<file path="src/rtl/wsu_pkg.sv">
package wsu_pkg;

	// One received frame byte and its start-of-frame flag.
	typedef struct packed {
		logic [7:0] data_byte;
		logic       frame_start;
	} in_item_t;

	// One result item.
	typedef struct packed {
		logic [2:0] kind;
		logic [7:0] payload_byte;
		logic       last;
		logic       binary;
	} out_item_t;

	// Work handed from the header parser to the output side. One input item
	// can yield a truncation notice for the cut frame and one result of its own.
	typedef struct packed {
		logic      trunc;
		logic      trunc_binary;
		logic      main_valid;
		out_item_t main;
	} q_entry_t;

	// Result kinds.
	localparam logic [2:0] KIND_DATA  = 3'd0;
	localparam logic [2:0] KIND_EMPTY = 3'd1;
	localparam logic [2:0] KIND_BAD   = 3'd2;
	localparam logic [2:0] KIND_LONG  = 3'd3;
	localparam logic [2:0] KIND_TRUNC = 3'd4;

	// Frame header constants.
	localparam logic [7:0] OPCODE_TEXT   = 8'h81;
	localparam logic [7:0] OPCODE_BINARY = 8'h82;
	localparam logic [6:0] LEN_CODE_MAX  = 7'd125;
	localparam logic [6:0] LEN_CODE_16   = 7'd126;

	// Configuration register map.
	localparam logic [2:0]  ADDR_MAX_LENGTH  = 3'd0;
	localparam logic [31:0] MAX_LENGTH_RESET = 32'd8095;

endpackage

</file>
<file path="src/rtl/wsu_front.sv">
module wsu_front
	import wsu_pkg::*;
(
	input  logic        clk,
	input  logic        arst_n,
	input  logic        item_fire,
	input  in_item_t    item,
	input  logic [31:0] max_length,
	output logic        push,
	output q_entry_t    push_entry
);

	typedef enum logic [6:0] {
		PH_IDLE    = 7'b0000001,
		PH_LEN     = 7'b0000010,
		PH_EXT16   = 7'b0000100,
		PH_EXT64   = 7'b0001000,
		PH_MASK    = 7'b0010000,
		PH_PAYLOAD = 7'b0100000,
		PH_DISCARD = 7'b1000000
	} phase_t;

	phase_t      phase_q, phase_d;
	logic [2:0]  hdr_cnt_q, hdr_cnt_d;
	logic [31:0] len_q, len_d;
	logic        upper_q, upper_d;
	logic [31:0] key_q, key_d;
	logic [31:0] pay_cnt_q, pay_cnt_d;
	logic        bin_q, bin_d;

	logic        len_check;
	logic [31:0] pay_inc;
	logic [7:0]  key_byte;
	logic [6:0]  len_code;
	logic [7:0]  b;
	q_entry_t    entry;

	assign b        = item.data_byte;
	assign len_code = b[6:0];
	assign pay_inc  = pay_cnt_q + 32'd1;

	// Mask key byte for this payload position, first key byte first.
	always_comb begin
		case (pay_cnt_q[1:0])
			2'd0:    key_byte = key_q[31:24];
			2'd1:    key_byte = key_q[23:16];
			2'd2:    key_byte = key_q[15:8];
			default: key_byte = key_q[7:0];
		endcase
	end

	// Header parser: works out the next state and the results of each item.
	always_comb begin
		phase_d   = phase_q;
		hdr_cnt_d = hdr_cnt_q;
		len_d     = len_q;
		upper_d   = upper_q;
		key_d     = key_q;
		pay_cnt_d = pay_cnt_q;
		bin_d     = bin_q;
		len_check = 1'b0;
		entry     = '0;

		if (item_fire) begin
			if (item.frame_start) begin
				// A new start cuts short any frame still in its header or payload.
				if (phase_q != PH_IDLE && phase_q != PH_DISCARD) begin
					entry.trunc        = 1'b1;
					entry.trunc_binary = bin_q;
				end
				hdr_cnt_d = '0;
				len_d     = '0;
				upper_d   = 1'b0;
				key_d     = '0;
				pay_cnt_d = '0;
				if (b == OPCODE_TEXT || b == OPCODE_BINARY) begin
					bin_d   = (b == OPCODE_BINARY);
					phase_d = PH_LEN;
				end else begin
					bin_d                   = 1'b0;
					entry.main_valid        = 1'b1;
					entry.main.kind         = KIND_BAD;
					entry.main.last         = 1'b1;
					phase_d                 = PH_DISCARD;
				end
			end else begin
				unique case (phase_q)
					PH_LEN: begin
						hdr_cnt_d = '0;
						len_d     = '0;
						upper_d   = 1'b0;
						if (len_code <= LEN_CODE_MAX) begin
							len_d     = {25'd0, len_code};
							len_check = 1'b1;
						end else if (len_code == LEN_CODE_16) begin
							phase_d = PH_EXT16;
						end else begin
							phase_d = PH_EXT64;
						end
					end
					PH_EXT16: begin
						len_d     = {16'd0, len_q[7:0], b};
						hdr_cnt_d = hdr_cnt_q + 3'd1;
						len_check = (hdr_cnt_q == 3'd1);
					end
					PH_EXT64: begin
						// The upper word only has to be zero; the lower word is the length.
						if (!hdr_cnt_q[2]) begin
							upper_d = upper_q | (b != 8'd0);
						end else begin
							len_d = {len_q[23:0], b};
						end
						hdr_cnt_d = hdr_cnt_q + 3'd1;
						len_check = (hdr_cnt_q == 3'd7);
					end
					PH_MASK: begin
						key_d     = {key_q[23:0], b};
						hdr_cnt_d = hdr_cnt_q + 3'd1;
						if (hdr_cnt_q == 3'd3) begin
							hdr_cnt_d = '0;
							pay_cnt_d = '0;
							if (len_q == 32'd0) begin
								entry.main_valid  = 1'b1;
								entry.main.kind   = KIND_EMPTY;
								entry.main.last   = 1'b1;
								entry.main.binary = bin_q;
								phase_d           = PH_IDLE;
							end else begin
								phase_d = PH_PAYLOAD;
							end
						end
					end
					PH_PAYLOAD: begin
						entry.main_valid        = 1'b1;
						entry.main.kind         = KIND_DATA;
						entry.main.payload_byte = b ^ key_byte;
						entry.main.last         = (pay_inc == len_q);
						entry.main.binary       = bin_q;
						pay_cnt_d               = pay_inc;
						if (pay_inc == len_q) begin
							phase_d = PH_IDLE;
						end
					end
					PH_IDLE, PH_DISCARD: begin
						// Stray bytes outside a frame are dropped.
					end
					default: begin
						phase_d = PH_IDLE;
					end
				endcase

				// Length fully known: reject it or move on to the mask key.
				if (len_check) begin
					if (upper_d || len_d > max_length) begin
						entry.main_valid  = 1'b1;
						entry.main.kind   = KIND_LONG;
						entry.main.last   = 1'b1;
						entry.main.binary = bin_q;
						phase_d           = PH_DISCARD;
					end else begin
						phase_d   = PH_MASK;
						hdr_cnt_d = '0;
						key_d     = '0;
					end
				end
			end
		end
	end

	assign push       = entry.trunc | entry.main_valid;
	assign push_entry = entry;

	// Parser state.
	always_ff @(posedge clk or negedge arst_n) begin
		if (!arst_n) begin
			phase_q   <= PH_IDLE;
			hdr_cnt_q <= '0;
			len_q     <= '0;
			upper_q   <= 1'b0;
			key_q     <= '0;
			pay_cnt_q <= '0;
			bin_q     <= 1'b0;
		end else begin
			phase_q   <= phase_d;
			hdr_cnt_q <= hdr_cnt_d;
			len_q     <= len_d;
			upper_q   <= upper_d;
			key_q     <= key_d;
			pay_cnt_q <= pay_cnt_d;
			bin_q     <= bin_d;
		end
	end

endmodule

</file>
<file path="src/rtl/wsu_queue.sv">
module wsu_queue
	import wsu_pkg::*;
#(
	parameter int DEPTH = 4
) (
	input  logic     clk,
	input  logic     arst_n,
	input  logic     push,
	input  q_entry_t push_entry,
	output logic     full,
	input  logic     pop,
	output logic     empty,
	output q_entry_t head
);

	localparam int PW = (DEPTH > 1) ? $clog2(DEPTH) : 1;
	localparam int CW = $clog2(DEPTH + 1);

	q_entry_t        slots_q [DEPTH];
	logic [PW-1:0]   wr_ptr_q;
	logic [PW-1:0]   rd_ptr_q;
	logic [CW-1:0]   cnt_q;
	logic            do_push;
	logic            do_pop;

	assign full    = (cnt_q == CW'(DEPTH));
	assign empty   = (cnt_q == '0);
	assign do_push = push && !full;
	assign do_pop  = pop && !empty;
	assign head    = slots_q[rd_ptr_q];

	// Pointers and fill level.
	always_ff @(posedge clk or negedge arst_n) begin
		if (!arst_n) begin
			wr_ptr_q <= '0;
			rd_ptr_q <= '0;
			cnt_q    <= '0;
		end else begin
			if (do_push) begin
				wr_ptr_q <= (wr_ptr_q == PW'(DEPTH - 1)) ? '0 : wr_ptr_q + 1'b1;
			end
			if (do_pop) begin
				rd_ptr_q <= (rd_ptr_q == PW'(DEPTH - 1)) ? '0 : rd_ptr_q + 1'b1;
			end
			if (do_push && !do_pop) begin
				cnt_q <= cnt_q + 1'b1;
			end else if (do_pop && !do_push) begin
				cnt_q <= cnt_q - 1'b1;
			end
		end
	end

	// Entry storage.
	always_ff @(posedge clk) begin
		if (do_push) begin
			slots_q[wr_ptr_q] <= push_entry;
		end
	end

endmodule

</file>
<file path="src/rtl/wsu_back.sv">
module wsu_back
	import wsu_pkg::*;
(
	input  logic      clk,
	input  logic      arst_n,
	input  logic      q_empty,
	input  q_entry_t  q_head,
	output logic      q_pop,
	output logic      result_valid,
	input  logic      result_ready,
	output out_item_t result
);

	logic      res_valid_q;
	out_item_t res_q;
	logic      hold_valid_q;
	out_item_t hold_q;
	logic      load;
	out_item_t trunc_item;

	// The notice for a cut frame.
	always_comb begin
		trunc_item        = '0;
		trunc_item.kind   = KIND_TRUNC;
		trunc_item.last   = 1'b1;
		trunc_item.binary = q_head.trunc_binary;
	end

	// The output register is free when empty or being taken this cycle.
	assign load  = !res_valid_q || result_ready;
	assign q_pop = load && !hold_valid_q && !q_empty;

	// Output and second-result valid flags.
	always_ff @(posedge clk or negedge arst_n) begin
		if (!arst_n) begin
			res_valid_q  <= 1'b0;
			hold_valid_q <= 1'b0;
		end else if (load) begin
			if (hold_valid_q) begin
				res_valid_q  <= 1'b1;
				hold_valid_q <= 1'b0;
			end else if (!q_empty) begin
				res_valid_q  <= 1'b1;
				hold_valid_q <= q_head.trunc && q_head.main_valid;
			end else begin
				res_valid_q <= 1'b0;
			end
		end
	end

	// Output and second-result payload.
	always_ff @(posedge clk) begin
		if (load) begin
			if (hold_valid_q) begin
				res_q <= hold_q;
			end else if (!q_empty) begin
				if (q_head.trunc) begin
					res_q  <= trunc_item;
					hold_q <= q_head.main;
				end else begin
					res_q <= q_head.main;
				end
			end
		end
	end

	assign result_valid = res_valid_q;
	assign result       = res_q;

endmodule

</file>
<file path="src/rtl/websocket_frame_unmasker.sv">
// Channel   Direction  Handshake                  Payload
// item      in         item_valid / item_ready    in_item_t  (data_byte, frame_start)
// result    out        result_valid / result_ready out_item_t (kind, payload_byte, last,
//                                                  binary)
// apb       in         psel, penable, pwrite      max_length at byte address 0
//
// One item is taken per cycle while the queue has room. Each item is parsed in the
// cycle it is taken; its results pass through the queue to the output register.
// An item that cuts a frame short and opens a new one with a bad first byte gives
// two results, sent one after the other; the queue absorbs this.
// item_ready is low only while the queue of QUEUE_DEPTH entries is full.
// Reset is asynchronous and puts the parser idle and max_length at 8095.
module websocket_frame_unmasker
	import wsu_pkg::*;
#(
	parameter int QUEUE_DEPTH = 4
) (
	input  logic        clk,
	input  logic        arst_n,
	input  logic        item_valid,
	output logic        item_ready,
	input  in_item_t    item,
	output logic        result_valid,
	input  logic        result_ready,
	output out_item_t   result,
	input  logic        psel,
	input  logic        penable,
	input  logic        pwrite,
	input  logic [2:0]  paddr,
	input  logic [31:0] pwdata,
	output logic [31:0] prdata,
	output logic        pready
);

	logic [31:0] max_length_q;
	logic        item_fire;
	logic        push;
	q_entry_t    push_entry;
	logic        q_full;
	logic        q_empty;
	logic        q_pop;
	q_entry_t    q_head;

	// Configuration register.
	assign pready = 1'b1;
	assign prdata = (paddr == ADDR_MAX_LENGTH) ? max_length_q : 32'd0;

	always_ff @(posedge clk or negedge arst_n) begin
		if (!arst_n) begin
			max_length_q <= MAX_LENGTH_RESET;
		end else if (psel && penable && pwrite && paddr == ADDR_MAX_LENGTH) begin
			max_length_q <= pwdata;
		end
	end

	// Input handshake.
	assign item_ready = !q_full;
	assign item_fire  = item_valid && item_ready;

	wsu_front u_front (
		.clk        (clk),
		.arst_n     (arst_n),
		.item_fire  (item_fire),
		.item       (item),
		.max_length (max_length_q),
		.push       (push),
		.push_entry (push_entry)
	);

	wsu_queue #(
		.DEPTH (QUEUE_DEPTH)
	) u_queue (
		.clk        (clk),
		.arst_n     (arst_n),
		.push       (push),
		.push_entry (push_entry),
		.full       (q_full),
		.pop        (q_pop),
		.empty      (q_empty),
		.head       (q_head)
	);

	wsu_back u_back (
		.clk          (clk),
		.arst_n       (arst_n),
		.q_empty      (q_empty),
		.q_head       (q_head),
		.q_pop        (q_pop),
		.result_valid (result_valid),
		.result_ready (result_ready),
		.result       (result)
	);

endmodule

</file>
<file path="config.mk">
export PLATFORM = sky130hd
export DESIGN_NAME = websocket_frame_unmasker
export DESIGN_NICKNAME = d
export VERILOG_FILES = /design/src/rtl/wsu_pkg.sv /design/src/rtl/wsu_front.sv /design/src/rtl/wsu_queue.sv /design/src/rtl/wsu_back.sv /design/src/rtl/websocket_frame_unmasker.sv
export SDC_FILE = /design/constraint.sdc
export NUM_CORES = 1
export LEC_CHECK = 0
export BUFFER_PORTS_ARGS = -buffer_cell sky130_fd_sc_hd__buf_2
export CAP_MARGIN = 20
export CORE_MARGIN = 3
export CORE_UTILIZATION = 35
export CTS_BUF_LIST = sky130_fd_sc_hd__clkbuf_4 sky130_fd_sc_hd__clkbuf_8 sky130_fd_sc_hd__clkbuf_16
export DETAILED_ROUTE_END_ITERATION = 8
export SLEW_MARGIN = 40
export SYNTH_ARGS = -nofsm -noshare
export SYNTH_HDL_FRONTEND = slang
export SYNTH_SLANG_ARGS = --single-unit
</file>
<file path="constraint.sdc">
create_clock -name clk -period 12.1 [get_ports clk]
set_input_delay 0.605 -clock clk [delete_from_list [all_inputs] [get_ports clk]]
set_output_delay 0.605 -clock clk [all_outputs]
set_load 0.02 [all_outputs]
</file>
* Yosys cells after proc, flatten, opt, wreduce, memory -nomap -nowiden
Memories as Yosys holds them, arrays and structs flattened. Index checks and enable logic that the tools add are counted.
Operators by class: $add $sub $neg 6, $mul 0, div/mod/pow operators 0, order comparisons 2, eq/ne operators 27, shift operators 0, multiplexer cells 73, bitwise logic cells 5, reduce and logical (&&, ||, !) cells 35
Operator list (count):
- $mux 32 | 11
- $pmux 32 s3 | 1
- $pmux 32 s2 | 1
- $mux 7 | 8
- $mux 13 | 3
- $add 32x1->32 const B | 1
- $eq 32x32->1 | 1
- $gt 32x32->1 | 1
- $logic_not 32->1 | 1
- $mux 4 | 7
- $pmux 7 s4 | 1
- $pmux 8 s3 | 1
- $mux 3 | 6
- $mux 1 | 17
- $eq 8x8->1 const B | 2
- $mux 16 | 1
- $mux 2 | 8
- $mux 8 | 2
- $eq 7x7->1 const B | 2
- $logic_and 1x1->1 | 12
- $pmux 3 s3 | 1
- $ne 4x2->1 const B | 2
- $pmux 4 s2 | 1
- $reduce_bool 8->1 | 1
- other kinds (40) | 56
Storage, ports and cells: register bits 175, bits in latches 0, RAM bits 64, bits in read-only memories 0, word-level logic and storage cells 170, memories kept 1
Memories:
- u_queue.slots_q | depth 4, width 16, read ports 1, clocked after memory_dff 0, write ports 1, RTL line wsu_queue.sv:19 | q_entry_t slots_q [DEPTH];

* Longest topological paths before layout
depth in word-level cells 17, depth in mapped cells 22, depth with buffers taken out 19

* By module
From an unflattened synthesis, not the netlist that was laid out.
Unflattened totals: cells, all modules 1168, area total of the unflattened synthesis 13036.3 um2
By module, submodules not included:
- wsu_front | instances 1, cells an instance 875, area each 7593.5 um2, seq. area each 2703.8 um2
- wsu_queue | instances 1, cells an instance 121, area each 2757.6 um2, seq. area each 2097.0 um2
- websocket_frame_unmasker | instances 1, cells an instance 109, area each 1612.8 um2, seq. area each 814.5 um2
- wsu_back | instances 1, cells an instance 63, area each 1072.3 um2, seq. area each 830.8 um2

* Least setup slack after synthesis
OpenSTA, ideal clock, no wires.
kind flip-flop to flip-flop, start register u_front.phase_q[2], end register u_queue.cnt_q[1], arrival 4.469 ns, required time 11.975 ns, path slack 7.507 ns, cell stages (with the launch flop) 20, period minus slack after synthesis 4.593 ns, path through dfrtp_1 -> clkbuf_1 -> and3b_1 -> a21oi_1 -> o21ai_0 -> nand2_1 -> clkbuf_1 -> clkbuf_1 -> a22o_1 -> ha_1 -> nand3_1 -> or3_1 -> or2_2 -> a311o_1 -> a32oi_1 -> a21oi_1 -> ha_1 -> inv_1 -> fa_1 -> mux2_2
Between the ends: cells in the longest elaborated chain, start to end 15, elaborated cells on any way between the ends 33
Ends and longest elaborated chain:
- start: declaration | RTL line wsu_front.sv:23 | phase_t phase_q, phase_d;
- start signal: assignment | RTL line wsu_front.sv:184 | phase_q <= phase_d;
- $eq 7x4->1 (tied with other cells) | RTL line wsu_front.sv:87 | unique case (phase_q)
- $pmux 32 s3 | RTL line wsu_front.sv:87
- $mux 32 | RTL line wsu_front.sv:65 | if (item.frame_start) begin
- $mux 32 | RTL line wsu_front.sv:64 | if (item_fire) begin
- $gt 32x32->1 | RTL line wsu_front.sv:154 | if (upper_d || len_d > max_length) begin
- $logic_or 1x1->1 | RTL line wsu_front.sv:154
- $mux 4 | RTL line wsu_front.sv:154
- $mux 4 | RTL line wsu_front.sv:153 | if (len_check) begin
- $mux 4 | RTL line wsu_front.sv:65
- $mux 16 * | RTL line wsu_front.sv:64
- $or 1x1->1 * | RTL line wsu_front.sv:170 | assign push = entry.trunc | entry.main_valid;
- $logic_and 1x1->1 * | RTL line wsu_queue.sv:28 | assign do_push = push && !full;
- named net u_queue.do_push | RTL line wsu_queue.sv:23 | logic do_push;
- $logic_not 1->1 | RTL line wsu_queue.sv:47 | end else if (do_pop && !do_push) begin
- $logic_and 1x1->1 | RTL line wsu_queue.sv:47
- $reduce_bool 2->1 (no line)
- end signal: assignment | RTL line wsu_queue.sv:46 | cnt_q <= cnt_q + 1'b1;
- end signal: assignment | RTL line wsu_queue.sv:48 | cnt_q <= cnt_q - 1'b1;
- end: declaration | RTL line wsu_queue.sv:22 | logic [CW-1:0] cnt_q;
Mark *: on every way through the listed nets, which the timed path passes. The rest lies on a longest branch. The select of a mux whose other input is x is not followed. A chain may end at the register's enable or synchronous reset.

* Worst setup path after layout
start register u_front.phase_q[5], end register u_queue.cnt_q[1]
The elaborated chain is that of the path after synthesis.

==> flow_summary.ini <==
[timing]
min_period_ns = 5.461
worst_pin_slew_ns = 0.8201
finalHoldViolCount = 0
maxSlewHeadroom_pct = 44.82
slew_viol_final = 0
rsz0062_at_grt = no
final.setup_skew_ns = 0.01771
timing.setup.tns_ns = 0
finalSetupViolCount = 0
clock.fmax_mhz = 183.1
period_share_pct = 45.13

[detailed_routing]
drt_iter0_markers = 697
drt_pass1_iterations = 5
via_count = 9299
wl_um = 30430
routed_via_density = 5.428
drcViolationCount = 0
wire_per_inst_um = 17.76
ant_nets = 0

[floorplan]
rows = 68
core_mm2 = 0.03463
die_y_um = 193.8
die_area_mm2 = 0.03754
num_io_pins = 99
initial_core_util_pct = 35.63
die_x_um = 193.8

[finish]
drive_above_1_share_pct = 16.77
fin_cells = 1713
antenna_cells = 0
design_area_mm2 = 0.01411
nNetsFinal = 1335
fillers = 3334
syn_to_final_growth_pct = 14.34

[synth]
synth.area.top_cells = dfrtp_1 (28%), edfxtp_1 (21%), a22o_1 (6.5%)
syn-num-nets = 1271
synth-async-reset-ratio_pct = 63.68
synth_edf_count = 85
syn_inst = 1174
synthDominantCellAreaShare_pct = 27.79
yosysWarnings = 0
yosysSeqAreaShare_pct = 51.03
ys_types = 66
syn_area_mm2 = 0.01234
ys_seq_elements = 234
postSynthAreaPerCell_um2 = 10.51
synth_flop_cell = dfrtp_1
synth_area_leader_cell = dfrtp_1

[global_routing]
grt_max_degree = 93
grt_usage_pct = 15.80
grt-ovfl-total = 0
antenna_found_initial = 0
grt_pass1_vias = 9050
grt_pass1_wl_um = 49760

[setup_path]
cp_max_fo = 16
worstSetupPathType = reg -> reg
crit_required_ns = 12.51
cp-start-kind = register
critPathArrivalTime_ns = 5.87
cp-end-kind = register

[clocking]
clkTransAtPathRegs_ns = 0.06
cts_tree = built
cts_buffers = 26
post_cts_buffers = 0
cts_resized = 0
clock_path_buffers = 3
cts-root-buf = clkbuf_16
cts_sinks = 234
holdBufCountCts = 0
clk_latency_ns = 0.53
cts.htree.levels = 1

[placed_design]
gp_congestion = 0.8383
dp_hpwl_um = 20950
placed_area_mm2 = 0.01324
numPortBuffers = 97
placed_cells = 1665

[job]
cap_violations = 0

[pwr]
vdd_drop_max_uv = 102.3
p_per_area_mw_per_mm2 = 168.6
power.leakage_uw = 0.005883

[hold_path]
hp-class = in -> async

[run_status]
outcome = complete, no violations
[layout make-up]
class	instances	area, um2	share of cell area [%]
multi-input combinational	817	5614	39.80
sequential	234	6296	44.63
clock inverter	12	90.09	0.6386
inverter	52	195.2	1.384
clock buffer	36	768.2	5.446
timing repair buffer	107	574.3	4.071
tap	455	569.3	4.035
[cells in the mapped netlist (all sizes together), types with 4 or more instances]
cell / instances
nor3: 23
nor2b: 6
nand2b: 9
inv: 52
a21oi: 34
a222oi: 8
nand3: 24
mux4: 14
nand2: 147
clkbuf: 64
xor2: 16
and4: 4
a22oi: 9
o31ai: 13
xnor2: 47
mux2i: 4
or2: 6
nor2: 48
mux2: 7
edfxtp: 85
a32o: 4
ha: 45
dfrtp: 137
and2: 43
nor4: 19
a22o: 91
a21o: 9
and3: 10
nand4: 23
a31oi: 5
o21ai: 112
buf: 7
dfstp: 12
[state kept, by name, summed over array words and instances (netlist names)]
| name | count |
|---|---|
| max_length_q | 32 |
| u_back.hold_q | 12 |
| u_back.hold_valid_q | 1 |
| u_back.result | 13 |
| u_back.result_valid | 1 |
| u_front.bin_q | 1 |
| u_front.hdr_cnt_q | 3 |
| u_front.key_q | 32 |
| u_front.len_q | 32 |
| u_front.pay_cnt_q | 32 |
| u_front.phase_q | 7 |
| u_front.upper_q | 1 |
| u_queue.cnt_q | 3 |
| u_queue.rd_ptr_q | 2 |
| u_queue.slots_q | 60 |
| u_queue.wr_ptr_q | 2 |
[final timing paths]
kind	startpoint	to	slack, ns	cells after the start
setup / recovery	u_front.phase_q[5]$_DFFE_PN0P_	u_queue.cnt_q[1]$_DFFE_PN0P_	6.64	16
setup reg to reg	u_front.phase_q[5]$_DFFE_PN0P_	u_queue.cnt_q[1]$_DFFE_PN0P_	6.64	16
max in group asynchronous	arst_n	u_queue.rd_ptr_q[0]$_DFFE_PN0P_	11.06	2
hold reg to reg	u_front.pay_cnt_q[31]$_DFFE_PN0P_	u_front.pay_cnt_q[31]$_DFFE_PN0P_	0.51	1
hold / removal	arst_n	max_length_q[26]$_DFFE_PN0P_	0.05	1
min in group clk	pwdata[19]	max_length_q[19]$_DFFE_PN0P_	0.28	3
[per-stage QoR]
| step | setup WS (ns) | total power [uW] | util (%) | hold WS (ns) |
|---|---|---|---|---|
| 6_report | 6.639 | 2379 | 40.74 | 0.04732 |
| 5_1_grt | 6.317 | 2520 | 40.74 | 0.1138 |
| 4_1_cts | 6.705 | 2410 | 40.71 | 0.08804 |
| 3_5_place_dp | 6.747 | 1617 | 38.23 | 0.4951 |
| 3_3_place_gp | 6.855 | 1600 | 38.17 | 0.4894 |
| 2_1_floorplan | 7.507 | 1440 | - | 0.3094 |
[placed cells by master, fill, tap and decap left out, types with 27 or more instances in the layout]
master | netlist | routed
inv_1 | 52 | 52
clkbuf_16 | 0 | 27
a22o_1 | 91 | 91
o21ai_0 | 107 | 107
and2_1 | 43 | 43
xnor2_1 | 46 | 46
nor2_1 | 48 | 44
dfrtp_1 | 137 | 137
edfxtp_1 | 85 | 85
nand2_1 | 147 | 147
buf_2 | 4 | 96
ha_1 | 45 | 45
a21oi_1 | 34 | 33
[report_power, final]
part	internal, uW	switching [uW]	total, uW
Combinational	214	319	533
Sequential	978	85.4	1060
Clock	464	318	782
Total	1660	723	2380
[per-layer routing]
metal / vias to the layer above / part of all wire, % / global-route usage (%)
met5: - / 0 / 0
met4: 0 / 2.5 / 4.125
met3: 47 / 5.3 / 2.016
met2: 290 / 45 / 24.85
met1: 4532 / 47 / 23.19
li1: 4430 / - / -
[critical path, cell delays in order (launching register included)]
cell and delay, ns:
dfrtp_1 0.45, nor4_4 0.38, nor2b_1 0.28, and2_1 0.58, a22o_1 0.27, ha_1 0.16
nand4_1 0.22, nor4_1 0.56, nor3b_1 0.24, a21oi_1 0.08, a311o_1 0.41, a32oi_1 0.40
a21oi_1 0.27, ha_1 0.27, inv_1 0.07, fa_1 0.41, mux2_2 0.27
[cell families (layout without fill, tap and decap cells)]
group	count (synthesis)	in the layout	synth area share, %
adder cells (fa/ha/maj)	47	47	4.807
AO/OA/AOI/OAI	307	307	17.01
other	1	1	0.03039
buffers and inverters	123	207	3.813
AND/OR/NAND/NOR	374	374	15.26
XOR/XNOR	63	63	4.533
multiplexers	25	25	3.519
flip-flops	234	234	51.03
Note: power is estimated with default switching activity, not from simulation.
